### src/rtl/core/bounded_window_max_subarray_macros.svh
// ----------------------------------------------------------------------------
// Assertion macros for the bounded window max subarray block
// Concurrent checks on clk, with or without a disable on rst; empty for synthesis.
// ----------------------------------------------------------------------------
`ifndef BOUNDED_WINDOW_MAX_SUBARRAY_MACROS_SVH
`define BOUNDED_WINDOW_MAX_SUBARRAY_MACROS_SVH

`ifndef SYNTHESIS
`define BWMS_ASSERT(label, prop, msg) \
  label: assert property (@(posedge clk) disable iff (rst) prop) else $error(msg);
`define BWMS_ASSERT_ALWAYS(label, prop, msg) \
  label: assert property (@(posedge clk) prop) else $error(msg);
`else
`define BWMS_ASSERT(label, prop, msg)
`define BWMS_ASSERT_ALWAYS(label, prop, msg)
`endif

`endif

### src/rtl/core/bwms_pkg.sv
// ----------------------------------------------------------------------------
// bwms_pkg
// Widths, controller states and controller/datapath interface types.
// ----------------------------------------------------------------------------
package bwms_pkg;

  localparam int MAX_WINDOW = 1024;
  localparam int ADDR_W     = $clog2(MAX_WINDOW);
  localparam int CNT_W      = $clog2(MAX_WINDOW + 1);
  localparam int SAMPLE_W   = 32;
  localparam int SUM_W      = 48;
  localparam int POS_W      = 32;
  localparam int LEN_W      = 11;

  typedef enum logic [3:0] {
    S_IDLE,
    S_FRONT_RD,
    S_FRONT_CHK,
    S_BACK_RD,
    S_BACK_CHK,
    S_PUSH,
    S_HEAD_RD,
    S_CALC
  } state_t;

  typedef struct packed {
    logic accept;
    logic rd_tail;
    logic drop_head;
    logic drop_tail;
    logic push;
    logic load_out;
  } cmd_t;

  typedef struct packed {
    logic count_zero;
    logic front_expired;
    logic back_dominated;
    logic out_free;
  } sts_t;

endpackage

### src/rtl/core/bwms_ctrl.sv
// ----------------------------------------------------------------------------
// bwms_ctrl
// Sequencer: front drops, back drops, push, head read and result load.
// ----------------------------------------------------------------------------
module bwms_ctrl (
  input  logic            clk,
  input  logic            rst,
  input  logic            in_valid,
  output logic            in_stall,
  input  bwms_pkg::sts_t  sts,
  output bwms_pkg::cmd_t  cmd
);

  bwms_pkg::state_t state;
  bwms_pkg::state_t state_next;

  always_ff @(posedge clk) begin
    if (rst) begin
      state <= bwms_pkg::S_IDLE;
    end else begin
      state <= state_next;
    end
  end

  always_comb begin
    state_next = state;
    cmd        = '0;
    in_stall   = 1'b1;
    case (state)
      bwms_pkg::S_IDLE: begin
        in_stall = rst;
        if (in_valid && !rst) begin
          cmd.accept = 1'b1;
          state_next = bwms_pkg::S_FRONT_RD;
        end
      end
      bwms_pkg::S_FRONT_RD: begin
        state_next = sts.count_zero ? bwms_pkg::S_PUSH : bwms_pkg::S_FRONT_CHK;
      end
      bwms_pkg::S_FRONT_CHK: begin
        if (sts.front_expired) begin
          cmd.drop_head = 1'b1;
          state_next    = bwms_pkg::S_FRONT_RD;
        end else begin
          state_next = bwms_pkg::S_BACK_RD;
        end
      end
      bwms_pkg::S_BACK_RD: begin
        cmd.rd_tail = 1'b1;
        state_next  = sts.count_zero ? bwms_pkg::S_PUSH : bwms_pkg::S_BACK_CHK;
      end
      bwms_pkg::S_BACK_CHK: begin
        if (sts.back_dominated) begin
          cmd.drop_tail = 1'b1;
          state_next    = bwms_pkg::S_BACK_RD;
        end else begin
          state_next = bwms_pkg::S_PUSH;
        end
      end
      bwms_pkg::S_PUSH: begin
        cmd.push   = 1'b1;
        state_next = bwms_pkg::S_HEAD_RD;
      end
      bwms_pkg::S_HEAD_RD: begin
        state_next = bwms_pkg::S_CALC;
      end
      bwms_pkg::S_CALC: begin
        if (sts.out_free) begin
          cmd.load_out = 1'b1;
          state_next   = bwms_pkg::S_IDLE;
        end
      end
      default: begin
        state_next = bwms_pkg::S_IDLE;
      end
    endcase
  end

endmodule

### config.mk
export PLATFORM = sky130hd
export DESIGN_NAME = bwms_ctrl
export DESIGN_NICKNAME = d
export VERILOG_FILES = /design/src/rtl/core/bounded_window_max_subarray_macros.svh /design/src/rtl/core/bwms_pkg.sv /design/src/rtl/core/bwms_ctrl.sv
export SDC_FILE = /design/constraint.sdc
export NUM_CORES = 1
export LEC_CHECK = 0
export ABC_AREA = 1
export BUFFER_PORTS_ARGS = -buffer_cell sky130_fd_sc_hd__buf_2
export CAP_MARGIN = 10
export CORE_AREA = 2 2 39 41
export DETAILED_ROUTE_END_ITERATION = 8
export DIE_AREA = 0 0 41 43
export MAX_ROUTING_LAYER = met4
export SLEW_MARGIN = 20
export SYNTH_ARGS = -nofsm -noshare
export SYNTH_HDL_FRONTEND = slang
export SYNTH_SLANG_ARGS = --single-unit
### constraint.sdc
create_clock -name clk -period 1.4 [get_ports clk]
set_input_delay 0.28 -clock clk [delete_from_list [all_inputs] [get_ports clk]]
set_output_delay 0.28 -clock clk [all_outputs]
set_load 0.005 [all_outputs]
* After elaboration in Yosys (flattened, before gate mapping)
Cells that the tools add are included.
** Storage, ports and cells
- Output and inout bits :: 7
- Register bits :: 4
- Bits of input ports :: 7
- Word-level logic and storage cells :: 32
** Operators by class
- Reduce and logical (&&, ||, !) cells :: 4
- Equal/unequal tests :: 9
- Muxes and demuxes :: 18
** Operator list (number)
- one-hot mux 4 bit (8 select lines) :: 1
- equality test 4 x 3 -> 1 bit (second input constant) :: 4
- two-way mux 1 bit :: 12
- equality test 4 x 2 -> 1 bit (second input constant) :: 2
- two-way mux 4 bit :: 2
- two-way mux 3 bit :: 2
- equality test 4 x 1 -> 1 bit (second input constant) :: 1
- zero test 4 bit :: 1
- inequality test 2 bit (second input constant) :: 2
- two-way mux 2 bit :: 1
- AND reduction 2 bit :: 1
- logical AND 1 bit :: 1
- zero test 1 bit :: 1

* Longest topological paths before layout
Gate-level depths: netlist of run 1.
- Depth after elaboration :: 4
- Depth in mapped cells :: 6
- Depth with buffers taken out :: 6

* Worst setup path after synthesis of run 1
OpenSTA, ideal clock, no wires.
- Path kind :: reg-to-output
- Start point :: register state[0]
- End point :: output cmd[5] (netlist bit)
- Required time :: 1.120 ns
- Cell stages (with the launch flop) :: 6
- Arrival time :: 0.780 ns
- Slack :: 0.340 ns
- Buffers on the path :: 0
- Cells stage by stage :: dfxtp_1 -> inv_1 -> nand2_1 -> nor2_1 -> nand2_1 -> nor2_1
** RTL lines
- start: declaration :: line bwms_ctrl.sv:14 : bwms_pkg::state_t state;
- start signal: assignment :: line bwms_ctrl.sv:19 : state <= bwms_pkg::S_IDLE;
- start signal: assignment :: line bwms_ctrl.sv:21 : state <= state_next;
- end: declaration :: line bwms_ctrl.sv:11 : output bwms_pkg::cmd_t cmd

==> flow_metrics.py, run 1 <==
metrics = {
    "setup_path": {
        "critPathTopFamily": "flip-flops",
        "path_depth": 6,
        "reg2reg_from": "state[0]",
        "cp_cell_sequence": "inv_2 -> nand2_1 -> nor2_2 -> nand2_1 -> nor2_1 -> buf_2",
        "cpPeakStageDelay_ns": 0.34,
        "crit_top_cell": "nand2_1",
        "slowest_stage": "dfxtp_2",
        "cp-startpoint": "state[0]",
        "r2r_cells": 6,
        "endpoint_kind": "output pin",
        "worstSetupPathType": "register to output pin",
        "critPathLaunchType": "register",
        "cp.required_ns": 1.12,
        "arrival_ns": 1.07,
        "critPathBufInv": 2,
        "worstPathMaxFanout": 6,
    },
    "drt": {
        "first_pass_iters": 4,
        "wirelength_um": 614,
        "drtIter0Drc": 6,
        "vias": 322,
        "ant_nets": 0,
        "vias_per_cell": 4.13,
        "wire_per_inst_um": 7.87,
        "drc_errors": 0,
    },
    "synthesis": {
        "synth_edf_count": 0,
        "yosysWarnings": 0,
        "yosys.cell_count.top_type": "inv_1",
        "ys.flop_type": "dfxtp_1",
        "syn_inst": 46,
        "syn-cell-area_sq_um": 255,
        "ys_seq_elements": 3,
        "synth_area_leaders": "dfxtp_1 24%, inv_1 16%, nand2_1 12%, nor2_1 10%, nand3_1 9.8%",
        "ys_seq_area_frac": 0.235,
        "synthTopCellsByCount": "11 x inv_1, 8 x nand2_1, 7 x nor2_1",
        "syn_nets": 53,
        "yosys.area.top_type": "dfxtp_1",
        "synthArstFlopShare": 0,
        "postSynthAreaPerCell_sq_um": 5.55,
        "synth_cell_types": 14,
        "synth.top_cell.area_share": 0.235,
    },
    "finish": {
        "diodes": 0,
        "max_flop_register": "state",
        "fill_cells": 158,
        "fin_area_sq_um": 370,
        "largest_reg_flops": 3,
        "top_regs": "state x3",
        "area_growth_pct": 45.1,
        "nNetsFinal": 70,
        "drive_gt1_frac": 0.387,
    },
    "clock_tree": {
        "cts_hold_buf": 0,
        "cts_sinks": 3,
        "cts_root_buf": "clkbuf_4",
        "cts_buffer_depth": 2,
        "clkLatencyLatePin_ns": 0.23,
        "cts_buffers": 3,
        "clkSlewWorstSetupHoldPaths_ns": 0.03,
        "post_cts_buffers": 0,
        "h-tree-depth": 1,
        "tritoncts": "done",
    },
    "sta": {
        "drv_slew": 0,
        "hold_ws_ns": 0.250,
        "rsz0062_at_grt": "yes",
        "final-hold-violation-count": 0,
        "fmax_ghz": 0.741,
        "setup_viol": 0,
        "skew_ns": 0.000971,
        "tightest_slew_ns": 0.206,
        "tns_ns": 0,
        "relSlewSlack": 0.862,
        "period_needed_ns": 1.35,
        "min_period_over_period": 0.964,
    },
    "hold_path": {
        "holdPathStages": 2,
        "min-delay-start": "rst",
        "hold_class": "primary input to register",
    },
    "global_routing": {
        "grt_use_total": 0.0802,
        "grt_pass1_vias": 264,
        "grt_pass1_wl_um": 897,
        "overflow": 0,
        "antenna_found_initial": 0,
        "grt_max_degree": 9,
    },
    "power": {
        "power_frac_seq": 0.318,
        "internal_power_uw": 264,
        "p_sw_uw": 141,
        "clkPwrFrac": 0.364,
        "p_per_area_mw_per_mm2": 1090,
        "comb_power_share": 0.318,
        "p_leak_uw": 0.000230,
        "switching_share": 0.347,
        "max-vdd-ir-drop_uv": 328,
    },
    "floorplan": {
        "start_util": 0.184,
        "design.portCount": 14,
        "die_area_sq_mm": 0.00176,
        "coreArea_sq_mm": 0.00138,
        "placement_rows": 14,
        "die_h_um": 43,
        "die_w_um": 41,
    },
    "status": {
        "status": "finished, final reports clean",
    },
    "run": {
        "cap_violations": 0,
    },
    "placement": {
        "place_hpwl_um": 512,
        "place_area_sq_um": 335,
        "numPortBuffers": 13,
        "gp_congestion": 0.703,
    },
}
==> power groups by stage <==
stage / Combinational [uW] / Sequential (uW) / Clock (uW)
detailed placement: 125 / 124 / 0
finish: 129 / 129 / 147
global route: 146 / 132 / 164
CTS: 127 / 127 / 156
floorplan: 95.6 / 113 / 0
global placement: 123 / 123 / 0
==> cell usage in the layout (no fill, tap or decap), drive strengths merged <==
cell / instances
a21boi: 1
nor2: 8
o21ai: 2
nor4: 1
clkbuf: 4
inv: 11
buf: 13
nand2: 8
a21oi: 2
nand3: 6
nand3b: 1
dfxtp: 3
nor3: 2
==> final cells by class <==
class | count | area, sq um | share of cell area
inverter | 11 | 41.3 | 0.111
sequential | 3 | 66.3 | 0.179
timing repair buffer | 13 | 65.1 | 0.176
multi-input combinational | 31 | 151 | 0.409
clock buffer | 4 | 26.3 | 0.0709
tap | 16 | 20.0 | 0.0541
==> worst paths after layout <==
check | end | slack, ns
setup / recovery | cmd[5] | 0.05
setup reg to reg | state[0] | 0.45
hold / removal | state[1] | 0.25
hold reg to reg | state[1] | 0.56
==> cells by family (layout without fill, tap and decap cells) <==
family                 count (synthesis)  in the layout  synth area share
AO/OA/AOI/OAI                          5              5             0.108
flip-flops                             3              3             0.235
AND/OR/NAND/NOR                       26             26             0.476
buffers and inverters                 12             28             0.181
==> metrics by stage <==
| step | util | power [uW] | std cells | worst slack, ns |
|---|---|---|---|---|
| after floorplan | - | 209 | 46 | 0.340 |
| after global placement | 0.242 | 247 | 74 | 0.207 |
| after detailed placement | 0.242 | 249 | 74 | 0.196 |
| after CTS | 0.264 | 410 | 78 | 0.0104 |
| after global routing | 0.268 | 442 | 78 | -0.0470 |
| final | 0.268 | 405 | 78 | 0.0498 |
==> repair_timing <==
action / in CTS / in global routing
endpoints found under the hold margin: 0 / 0
gates resized for setup: 5 / 2
setup endpoints to repair: 4 / 4
==> layer usage <==
layer | share of wire | track usage
met5 | 0 | -
met2 | 0.49 | 0.113
met4 | 0 | 0.0600
met3 | 0.068 | 0.0471
met1 | 0.44 | 0.0769
No activity file was read; power rests on OpenSTA's default activity.
==> run 2: changes to the inputs <==
- ABC_AREA: 1 -> not set
- clock period: 1.4 -> 1.5 ns (I/O delays scaled with it)
==> run 2 against run 1 <==
  * Setup slack better by 0.032 ns
  * Critical path depth down 2
  * Sequential power down 18%
  * Highest routed layer is now met4
  * Non-clock buffer count up 3
  * Synthesized area up 11%
  * Clock power down 5%
  * Total power down 16%
==> flow_metrics.py, run 2 <==
metrics = {
    "clock_tree": {
        "cts_sinks": 3,
        "clkSlewWorstSetupHoldPaths_ns": 0.04,
        "cts_buffer_depth": 2,
        "cts_root_buf": "clkbuf_4",
        "h-tree-depth": 1,
        "clkLatencyLatePin_ns": 0.23,
        "cts_buffers": 3,
        "cts_hold_buf": 0,
        "tritoncts": "done",
        "post_cts_buffers": 0,
        "post_cts_resize_count": 1,
    },
    "run": {
        "cap_violations": 0,
    },
    "placement": {
        "gp_congestion": 0.822,
        "dpl_worst_slack_ns": 0.180,
        "numPortBuffers": 13,
        "place_hpwl_um": 526,
        "dpl.cell_count": 62,
    },
    "finish": {
        "area_growth_pct": 41.0,
        "fill_cells": 162,
        "final_util": 0.289,
        "final_cell_mix": "13 x buf_2, 5 x nand2_1, 5 x nor2_1",
        "max_flop_register": "state",
        "diodes": 0,
        "nNetsFinal": 58,
        "multiInputGateArea_sq_um": 196,
        "seq_area_sq_um": 62.6,
        "drive_gt1_frac": 0.560,
        "top_regs": "state x3",
        "final_common_cell": "buf_2",
        "finalNonFillerCells": 66,
        "largest_reg_flops": 3,
    },
    "synthesis": {
        "yosys.cell_count.top_type": "nor2_1",
        "synthArstFlopShare": 0,
        "synth_cell_types": 20,
        "synth_edf_count": 0,
        "synth_area_leaders": "dfxtp_1 21%, a2111oi_4 9.7%, buf_6 7.9%, nor2_1 7.9%, o22ai_4 7.0%",
        "ys_seq_elements": 3,
        "syn-cell-area_sq_um": 284,
        "syn_inst": 32,
        "syn_nets": 39,
        "yosys.area.top_type": "dfxtp_1",
        "yosysWarnings": 0,
        "synth.top_cell.area_share": 0.211,
        "ys.flop_type": "dfxtp_1",
        "ys_seq_area_frac": 0.211,
        "postSynthAreaPerCell_sq_um": 8.88,
        "synthTopCellsByCount": "6 x nor2_1, 5 x nand2_1, 3 x dfxtp_1",
    },
    "power": {
        "p_per_area_mw_per_mm2": 852,
        "max-vdd-ir-drop_uv": 464,
        "p_total_uw": 341,
        "p_leak_uw": 0.000173,
    },
    "floorplan": {
        "coreArea_sq_mm": 0.00138,
        "start_util": 0.205,
        "placement_rows": 14,
        "die_h_um": 43,
        "die_area_sq_mm": 0.00176,
        "design.portCount": 14,
        "die_w_um": 41,
    },
    "global_routing": {
        "grt_use_total": 0.0987,
        "grt_pass1_wl_um": 1090,
        "antenna_found_initial": 0,
        "overflow": 0,
        "grt_pass1_vias": 262,
        "grt_max_degree": 13,
    },
    "sta": {
        "tns_ns": 0,
        "final-hold-violation-count": 0,
        "fin_ws_ns": 0.0816,
        "drv_slew": 0,
        "min_period_over_period": 0.946,
        "setup_viol": 0,
        "skew_ns": 0.00170,
        "relSlewSlack": 0.813,
        "rsz0062_at_grt": "no",
        "fmax_ghz": 0.705,
        "period_needed_ns": 1.42,
        "tightest_slew_ns": 0.278,
    },
    "setup_path": {
        "worstPathMaxFanout": 6,
        "cp.required_ns": 1.20,
        "arrival_ns": 1.12,
        "endpoint_kind": "output pin",
        "critPathLaunchType": "register",
        "worstSetupPathType": "register to output pin",
        "reg2reg_from": "state[0]",
        "cp-startpoint": "state[1]",
    },
    "drt": {
        "ant_nets": 0,
        "drc_errors": 0,
        "vias_per_cell": 4.45,
        "drtIter0Drc": 3,
        "vias": 294,
        "first_pass_iters": 4,
        "wirelength_um": 679,
        "wire_per_inst_um": 10.3,
    },
    "status": {
        "status": "finished, final reports clean",
    },
    "hold_path": {
        "min-delay-start": "rst",
        "hold_class": "primary input to register",
    },
}
run 2: cell types whose count changed after synthesis, sizes merged, moves of 2 or more:
cell     previous run  this run
o21ai               2         0
a2111oi             0         2
nand2               8         5
inv                11         2
nand3               6         0
buf                 0         2
nor2                8         6
run 2: per-stage QoR:
stage | cell area [sq um] | hold WS (ns)
floorplan | 284 | 0.369
global placement | 369 | 0.535
detailed placement | 369 | 0.542
CTS | 397 | 0.309
global route | 400 | 0.304
finish | 400 | 0.313
run 2: area by class of cell:
type,instances,share of cell area
Clock buffer,4,0.0656
Inverter,2,0.0188
Multi-Input combinational cell,25,0.491
Sequential cell,3,0.156
Tap cell,16,0.0500
Timing Repair Buffer,16,0.219
run 2: critical path: stages (launching register included):
cell     delay (ns)
dfxtp_1        0.31
buf_4          0.16
nor2_2         0.16
and3_1         0.17
buf_2          0.10
run 2: cells by family (layout without fill, tap and decap cells):
family	after synthesis	after routing	share of synthesized area
simple gates	18	18	0.352
flops	3	3	0.211
mux	1	1	0.0352
compound gates	6	6	0.295
buf+inv	4	22	0.106
run 2: final timing paths:
kind,end,slack (ns),depth (start not counted)
min,state[2],0.31,2
max reg2reg,state[1],0.34,4
max,cmd[5],0.08,4
min reg2reg,state[2],0.53,2
run 2: per-layer routing:
| layer | vias up | GRT usage | share of wire |
|---|---|---|---|
| met3 | 2 | 0.0471 | 0.11 |
| met5 | - | - | 0 |
| li1 | 150 | - | - |
| met4 | 0 | 0.0600 | 0.024 |
| met1 | 128 | 0.131 | 0.44 |
| met2 | 14 | 0.116 | 0.43 |
run 2: power by group:
part | internal (uW) | total, uW | switching, uW
logic | 48.1 | 95.8 | 47.7
registers | 88.9 | 106 | 16.9
clock network | 99.6 | 139 | 39.9
